<file path="config.mk">
export PLATFORM = sky130hd
export DESIGN_NAME = gregorian_date_advance
export DESIGN_NICKNAME = d
export VERILOG_FILES = /design/src/hw/rtl/gda_pkg.sv /design/src/hw/rtl/gda_ctrl.sv /design/src/hw/rtl/gda_datapath.sv /design/src/hw/rtl/gregorian_date_advance.sv
export SDC_FILE = /design/constraint.sdc
export NUM_CORES = 1
export LEC_CHECK = 0
export CAP_MARGIN = 20
export CORE_MARGIN = 10
export CORE_UTILIZATION = 58
export CTS_CLUSTER_SIZE = 12
export DETAILED_ROUTE_END_ITERATION = 6
export DONT_BUFFER_PORTS = 1
export GPL_TIMING_DRIVEN = 0
export PLACE_DENSITY = 0.81
export SLEW_MARGIN = 40
export SYNTH_ARGS = -nofsm -noshare
export SYNTH_HDL_FRONTEND = slang
export SYNTH_SLANG_ARGS = --single-unit
</file>
<file path="constraint.sdc">
create_clock -name clk -period 3.35 [get_ports clk]
set_clock_uncertainty 0.05 [all_clocks]
set_input_delay 0.5025 -clock clk [delete_from_list [all_inputs] [get_ports clk]]
set_output_delay 0.5025 -clock clk [all_outputs]
set_load 0.01 [all_outputs]
</file>
<file path="src/hw/rtl/gda_pkg.sv">
// ----------------------------------------------------------------------------
// gda_pkg
// shared types, constants and the month length table for the date advance
// ----------------------------------------------------------------------------
package gda_pkg;

    localparam int COUNT_WIDTH_DEF = 16;

    localparam int DAY_W   = 5;
    localparam int MONTH_W = 4;
    localparam int YEAR_W  = 12;

    localparam logic [DAY_W-1:0]   DAYS_LONG  = 5'd31;
    localparam logic [DAY_W-1:0]   DAYS_SHORT = 5'd30;
    localparam logic [DAY_W-1:0]   DAYS_FEB_LEAP = 5'd29;
    localparam logic [DAY_W-1:0]   DAYS_FEB   = 5'd28;
    localparam logic [DAY_W-1:0]   DAYS_NONE  = 5'd0;
    localparam logic [DAY_W-1:0]   FIRST_DAY  = 5'd1;

    localparam logic [MONTH_W-1:0] MONTH_JAN = 4'd1;
    localparam logic [MONTH_W-1:0] MONTH_FEB = 4'd2;
    localparam logic [MONTH_W-1:0] MONTH_MAR = 4'd3;
    localparam logic [MONTH_W-1:0] MONTH_APR = 4'd4;
    localparam logic [MONTH_W-1:0] MONTH_MAY = 4'd5;
    localparam logic [MONTH_W-1:0] MONTH_JUN = 4'd6;
    localparam logic [MONTH_W-1:0] MONTH_JUL = 4'd7;
    localparam logic [MONTH_W-1:0] MONTH_AUG = 4'd8;
    localparam logic [MONTH_W-1:0] MONTH_SEP = 4'd9;
    localparam logic [MONTH_W-1:0] MONTH_OCT = 4'd10;
    localparam logic [MONTH_W-1:0] MONTH_NOV = 4'd11;
    localparam logic [MONTH_W-1:0] MONTH_DEC = 4'd12;

    localparam logic [YEAR_W-1:0]  CENTURY  = 12'd100;
    localparam logic [YEAR_W-1:0]  LAST_YY  = 12'd99;
    localparam logic [YEAR_W-1:0]  YEAR_MAX = 12'd4095;

    typedef enum logic [1:0] {
        ST_IDLE,
        ST_SETUP,
        ST_RUN,
        ST_DONE
    } gda_state_t;

    typedef struct packed {
        logic load;
        logic setup_step;
        logic advance;
    } gda_cmd_t;

    typedef struct packed {
        logic setup_done;
        logic count_zero;
        logic month_bad;
    } gda_sts_t;

    // days in a month, zero for a month number with no meaning
    function automatic logic [DAY_W-1:0] month_len(
        input logic [MONTH_W-1:0] month,
        input logic               leap
    );
        logic [DAY_W-1:0] len;
        unique case (month)
            MONTH_JAN, MONTH_MAR, MONTH_MAY, MONTH_JUL,
            MONTH_AUG, MONTH_OCT, MONTH_DEC: len = DAYS_LONG;
            MONTH_APR, MONTH_JUN, MONTH_SEP, MONTH_NOV: len = DAYS_SHORT;
            MONTH_FEB: len = leap ? DAYS_FEB_LEAP : DAYS_FEB;
            default:   len = DAYS_NONE;
        endcase
        return len;
    endfunction

endpackage

</file>
<file path="src/hw/rtl/gda_ctrl.sv">
// ----------------------------------------------------------------------------
// gda_ctrl
// sequencer: load, reduce year to its century residue, step days, strobe
// ----------------------------------------------------------------------------
module gda_ctrl (
    input  logic              clk,
    input  logic              rst_n,
    input  logic              start,
    input  gda_pkg::gda_sts_t sts,
    output gda_pkg::gda_cmd_t cmd,
    output logic              busy,
    output logic              done
);

    gda_pkg::gda_state_t state_reg;
    gda_pkg::gda_state_t state_next;

    always_ff @(posedge clk or negedge rst_n)
    begin
        if (!rst_n)
        begin
            state_reg <= gda_pkg::ST_IDLE;
        end
        else
        begin
            state_reg <= state_next;
        end
    end

    always_comb
    begin
        state_next     = state_reg;
        cmd            = '0;
        busy           = 1'b1;
        done           = 1'b0;
        unique case (state_reg)
            gda_pkg::ST_IDLE:
            begin
                busy = 1'b0;
                if (start)
                begin
                    cmd.load   = 1'b1;
                    state_next = gda_pkg::ST_SETUP;
                end
            end
            gda_pkg::ST_SETUP:
            begin
                // subtract a century per cycle until the residue is below 100
                if (sts.setup_done)
                begin
                    state_next = gda_pkg::ST_RUN;
                end
                else
                begin
                    cmd.setup_step = 1'b1;
                end
            end
            gda_pkg::ST_RUN:
            begin
                if (sts.count_zero || sts.month_bad)
                begin
                    state_next = gda_pkg::ST_DONE;
                end
                else
                begin
                    cmd.advance = 1'b1;
                end
            end
            gda_pkg::ST_DONE:
            begin
                done       = 1'b1;
                state_next = gda_pkg::ST_IDLE;
            end
            default:
            begin
                state_next = gda_pkg::ST_IDLE;
            end
        endcase
    end

endmodule

</file>
<file path="src/hw/rtl/gda_datapath.sv">
// ----------------------------------------------------------------------------
// gda_datapath
// date registers, day counter and running leap year residues
// ----------------------------------------------------------------------------
module gda_datapath #(
    parameter int COUNT_WIDTH = gda_pkg::COUNT_WIDTH_DEF
) (
    input  logic                         clk,
    input  gda_pkg::gda_cmd_t            cmd,
    input  logic [gda_pkg::DAY_W-1:0]    start_day,
    input  logic [gda_pkg::MONTH_W-1:0]  start_month,
    input  logic [gda_pkg::YEAR_W-1:0]   start_year,
    input  logic [COUNT_WIDTH-1:0]       day_count,
    output gda_pkg::gda_sts_t            sts,
    output logic [gda_pkg::DAY_W-1:0]    result_day,
    output logic [gda_pkg::MONTH_W-1:0]  result_month,
    output logic [gda_pkg::YEAR_W-1:0]   result_year
);

    logic [gda_pkg::DAY_W-1:0]   day_reg,   day_next;
    logic [gda_pkg::MONTH_W-1:0] month_reg, month_next;
    logic [gda_pkg::YEAR_W-1:0]  year_reg,  year_next;
    logic [COUNT_WIDTH-1:0]      count_reg, count_next;
    // year mod 100 once setup is over; centuries mod 4 alongside
    logic [gda_pkg::YEAR_W-1:0]  rem_reg,   rem_next;
    logic [1:0]                  cent_reg,  cent_next;

    logic                        leap;
    logic [gda_pkg::DAY_W-1:0]   len;

    assign leap = (year_reg[1:0] == 2'd0) && ((rem_reg != '0) || (cent_reg == 2'd0));
    assign len  = gda_pkg::month_len(month_reg, leap);

    assign sts.setup_done = (rem_reg < gda_pkg::CENTURY);
    assign sts.count_zero = (count_reg == '0);
    assign sts.month_bad  = (len == gda_pkg::DAYS_NONE);

    always_comb
    begin
        day_next   = day_reg;
        month_next = month_reg;
        year_next  = year_reg;
        count_next = count_reg;
        rem_next   = rem_reg;
        cent_next  = cent_reg;
        priority if (cmd.load)
        begin
            day_next   = start_day;
            month_next = start_month;
            year_next  = start_year;
            count_next = day_count;
            rem_next   = start_year;
            cent_next  = 2'd0;
        end
        else if (cmd.setup_step)
        begin
            rem_next  = rem_reg - gda_pkg::CENTURY;
            cent_next = cent_reg + 2'd1;
        end
        else if (cmd.advance)
        begin
            count_next = count_reg - COUNT_WIDTH'(1);
            if (day_reg < len)
            begin
                day_next = day_reg + gda_pkg::DAY_W'(1);
            end
            else
            begin
                day_next = gda_pkg::FIRST_DAY;
                if (month_reg == gda_pkg::MONTH_DEC)
                begin
                    month_next = gda_pkg::MONTH_JAN;
                    year_next  = year_reg + gda_pkg::YEAR_W'(1);
                    // wrap to year 0 restarts both residues
                    if (year_reg == gda_pkg::YEAR_MAX)
                    begin
                        rem_next  = '0;
                        cent_next = 2'd0;
                    end
                    else if (rem_reg == gda_pkg::LAST_YY)
                    begin
                        rem_next  = '0;
                        cent_next = cent_reg + 2'd1;
                    end
                    else
                    begin
                        rem_next = rem_reg + gda_pkg::YEAR_W'(1);
                    end
                end
                else
                begin
                    month_next = month_reg + gda_pkg::MONTH_W'(1);
                end
            end
        end
        else
        begin
            count_next = count_reg;
        end
    end

    always_ff @(posedge clk)
    begin
        day_reg   <= day_next;
        month_reg <= month_next;
        year_reg  <= year_next;
        count_reg <= count_next;
        rem_reg   <= rem_next;
        cent_reg  <= cent_next;
    end

    assign result_day   = day_reg;
    assign result_month = month_reg;
    assign result_year  = year_reg;

endmodule

</file>
<file path="src/hw/rtl/gregorian_date_advance.sv">
// ----------------------------------------------------------------------------
// gregorian_date_advance
// moves a calendar date forward by a count of days, one day per cycle
// ----------------------------------------------------------------------------
//
// channel   handshake              fields
// -------   --------------------   ---------------------------------------------
// request   start, taken if !busy  start_day, start_month, start_year, day_count
// result    done, one-cycle strobe result_day, result_month, result_year
//
// the word is loaded at the edge that takes it; the setup state then strips
// up to 40 centuries off the year to seed the leap year residues and exits
// once the residue is below 100, the day stepping loop steps through the
// days until the count runs out, and then done is raised.
// a month number with no meaning skips the days, so day_count drops out.
// busy stays high throughout and drops in the cycle after done.
// reset clears only the sequencer; the date registers hold whatever they had.
// the receiver cannot stall: the result is valid only while done is high.
//
module gregorian_date_advance #(
    parameter int COUNT_WIDTH = gda_pkg::COUNT_WIDTH_DEF
) (
    input  logic                         clk,
    input  logic                         rst_n,
    // request word
    input  logic                         start,
    output logic                         busy,
    input  logic [gda_pkg::DAY_W-1:0]    start_day,
    input  logic [gda_pkg::MONTH_W-1:0]  start_month,
    input  logic [gda_pkg::YEAR_W-1:0]   start_year,
    input  logic [COUNT_WIDTH-1:0]       day_count,
    // result word
    output logic                         done,
    output logic [gda_pkg::DAY_W-1:0]    result_day,
    output logic [gda_pkg::MONTH_W-1:0]  result_month,
    output logic [gda_pkg::YEAR_W-1:0]   result_year
);

    // commands from the sequencer, status back from the datapath
    gda_pkg::gda_cmd_t cmd;
    gda_pkg::gda_sts_t sts;

    gda_ctrl u_ctrl (
        .clk   (clk),
        .rst_n (rst_n),
        .start (start),
        .sts   (sts),
        .cmd   (cmd),
        .busy  (busy),
        .done  (done)
    );

    // a month number with no meaning ends the loop at once, leaving the
    // start date as the result
    gda_datapath #(
        .COUNT_WIDTH (COUNT_WIDTH)
    ) u_datapath (
        .clk          (clk),
        .cmd          (cmd),
        .start_day    (start_day),
        .start_month  (start_month),
        .start_year   (start_year),
        .day_count    (day_count),
        .sts          (sts),
        .result_day   (result_day),
        .result_month (result_month),
        .result_year  (result_year)
    );

endmodule

</file>
==> impl_results.md <==
* Worst-Margin Slew at about 0.77 ns
* Worst setup SP type: flip-flop
* Sink Count at 53
* Final Setup Violations at 0
* Util after Layout at roughly two thirds
* Max-Cap Viols at 0
* Met1 Use GR at roughly a quarter
* Met3 GRT Util at 5.12%
* Crit-path max FO at 12
* Row cnt at 28
* Vias per cell at 6.75
* Flop pwr share at between 30% and 40%
* Leak at 1.41 nW
* Antenna Cells at 0
* Flip-flop and latch count after synthesis at between 50 and 60
* Clk network pwr share at between 10% and 20%
* DRT iter0 DRCs at ~420
* Synth async-reset ratio at 3.77%
* Largest net degree at the start of global routing at 22
* Cells after synthesis at between 300 and 400
* Slew HR at roughly half
* Tot Pwr at approximately 3.9 mW
* Seq/Total Area, Yosys at between 40% and 50%
* GRT Max-Usage Layer: met2
* Critical path class: reg2reg
* Logic pwr share at ~51%
* Status: completed
* Critical path data arrival time at about 3.2 ns
* Fmax at 312 MHz
* Via count at between 3000 and 4000
* Path type of the worst min-delay path: in2reg
* Syn Area/Cell at just over 9 µm²
* Pre-antenna DRT Iters at 5
* Maximum buffer depth of the clock tree at 2
* Worst path slowest cell: edfxtp_1
* H-Tree Depth at 2
* Initial Util at just over 60%
* PortBufs at 0
* CP endpoint kind: flip-flop
* # DRC at 0
* Final hold violation count at 0
* CTS tree: done
* Netlist Area Pre-Place at around 3700 µm²
* Final WL at between 10000 and 15000 µm
* Die Ht at around 100 µm
* Design Area, Final at approximately 4000 µm²
* Worst path buffer plus inverter count at 3
* Die ar. at 9910 µm²
* TritonCTS Buffers at 5
* Sw Share at approximately 46%
* Pins over their slew limit at 0
* Placed Area at between 3000 and 4000 µm²
* Placed cells at roughly 470
* Yosys cell types at 56
* Grt total ovfl at 0
* Initial antenna violation count at 0
* Crit-path most repeated cell: inv_1
* CP delay by family, top: simple AND/OR/NAND/NOR gates
* DR WL/cell at ~21 µm
* Fin cells at 480
* Warnings, synthesis at 0
* Tmin final at about 3.2 ns
* Core area at between 6000 and 7000 µm²
* Peak supply drop at about 0.5 mV
* Vias in the first global route at ~3200
* Met2 Usage GRT at about a third
* P&R area growth vs syn at 7.74%
* Share of cells above drive strength 1 at around 7%
* Global Route Usage Sum at roughly 20%
* Clock Tree Root: clkbuf_8
* Top FF cell, synth: edfxtp_1
* Switch Pwr at 1.79 mW
* Post-DRT Antenna Nets at 0
* First-pass GRT wire length at 16200 µm
* Post-synth EDFFs at 49
* Hpwl dp at 7440 µm
* Max reg flops at 16
* Nets at around 460
* Routability Congestion at about 0.98
* Pwr Density at approximately 1000 nW/µm²
* Final period utilization at 95.8%
* WP data required at roughly 3.4 ns
* Internal power at 2.12 mW
* Crit path largest cell delay at ~0.53 ns
* Clk_lat worst skew at ~0.32 ns
* Die width at 99.5 µm
* Critical-path cell list: inv_1 > ha_2 > and3b_1 > a21oi_1 > inv_1 > ha_1 > nor4b_2 > nand4_1 > nand3_2 > a31oi_4 > a211oi_4 > buf_12
* Ports at 63
* Clock slew at reported path FFs at roughly 0.11 ns
* Synth Net Count at approximately 450
final cells by class:
cell class,instances,area [µm²]
buffer,17,66.3
clock buffer,5,68.8
clock inverter,3,28.8
fill,476,2070
inverter,26,97.6
multi-input combinational,298,2000
sequential,53,1560
tap,75,93.8
timing repair buffer,3,37.5
cells by family after synthesis:
logic type | after synthesis | share of synthesized area, %
and+or+nand+nor | 144 | 19.7
xor gates and xnor gates | 36 | 8.59
DFF | 53 | 42.6
AOI/OAI and AO/OA | 96 | 17.1
muxes | 2 | 0.682
adders and majority gates | 20 | 6.82
buffers and inverters | 43 | 4.47
Yosys cell counts (4+ instances only):
cell type | n | area, µm²
clkbuf_1 | 14 | 52.6
edfxtp_1 | 49 | 1470
xor2_1 | 9 | 78.8
nor3_1 | 12 | 60.1
o21ai_0 | 22 | 110
ha_1 | 20 | 250
nand2b_1 | 6 | 37.5
a21oi_1 | 26 | 130
a22o_1 | 5 | 43.8
nor4_1 | 5 | 31.3
inv_1 | 26 | 97.6
nor2_1 | 43 | 161
nand3_1 | 14 | 70.1
a211oi_1 | 7 | 52.6
nand4_1 | 6 | 37.5
xnor2_1 | 27 | 236
or4_1 | 4 | 30.0
and3_1 | 6 | 37.5
a31oi_1 | 10 | 62.6
a221oi_1 | 4 | 35.0
nand2_1 | 33 | 124
worst reg2reg max path: cells and delay by family, from the launching register on:
family          cells  cell delay (ns)
simple gates        4             0.74
compound gates      3             0.63
fa+ha+maj           2             0.59
flops               1             0.53
buf+inv             3             0.40
power groups by stage:
stage | logic (mW) | clock network, mW | registers, mW
2_1_floorplan | 1.42 | 0 | 1.43
3_3_place_gp | 1.73 | 0 | 1.50
3_5_place_dp | 1.83 | 0 | 1.52
4_1_cts | 1.87 | 0.406 | 1.51
5_1_grt | 2.21 | 0.431 | 1.55
6_report | 2.00 | 0.403 | 1.51
final timing paths:
path | start | to | slack [ns] | cells after the start
setup / recovery | u_datapath.result_month[0] | u_datapath.result_year[9] | 0.14 | 12
hold / removal | start_month[1] | u_datapath.result_month[1] | 0.30 | 2
setup reg to reg | u_datapath.result_month[0] | u_datapath.result_year[9] | 0.14 | 12
hold reg to reg | u_ctrl.state_reg[1] | u_ctrl.state_reg[1] | 0.53 | 1
max in group asynchronous | rst_n | u_ctrl.state_reg[1] | 2.79 | 1
min in group asynchronous | rst_n | u_ctrl.state_reg[0] | 0.34 | 1
per-layer routing:
layer,vias up,part of all wire (%)
li1,1462,-
met1,1573,38
met2,185,50
met3,21,10
met4,0,2.0
met5,-,0
cells in the final DEF (no fill, tap or decap), drive strengths merged, types with 3 or more instances in the layout:
cell type / instances
edfxtp: 49
nor2: 43
nand2: 33
inv: 28
xnor2: 27
a21oi: 26
o21ai: 23
ha: 20
clkbuf: 19
nand3: 14
nor3: 12
a31oi: 10
xor2: 9
a211oi: 7
nand4: 6
and3: 6
nand2b: 6
nor4: 6
a22o: 5
or4: 5
buf: 5
a221oi: 4
o211ai: 3
a22oi: 3
a2111oi: 3
per-stage QoR:
step	hold WS (ns)	setup WS, ns	setup TNS (ns)
3_3_place_gp	0.157	-0.483	-5.79
5_1_grt	0.312	-0.0586	-0.672
3_5_place_dp	0.157	-0.329	-4.48
6_report	0.301	0.141	0
4_1_cts	0.302	0.0154	0
2_1_floorplan	0.157	0.0874	0
what timing repair did:
item / in CTS / in global routing
hold buffers: 1 / 0
hold endpoints to repair: 2 / 0
buffers inserted: 1 / 1
cloned: 0 / 0
setup endpoints to repair: 18 / 39
gates resized for setup: 1 / 8
pin swaps: 1 / 1
(Power assumes the default switching activity.)
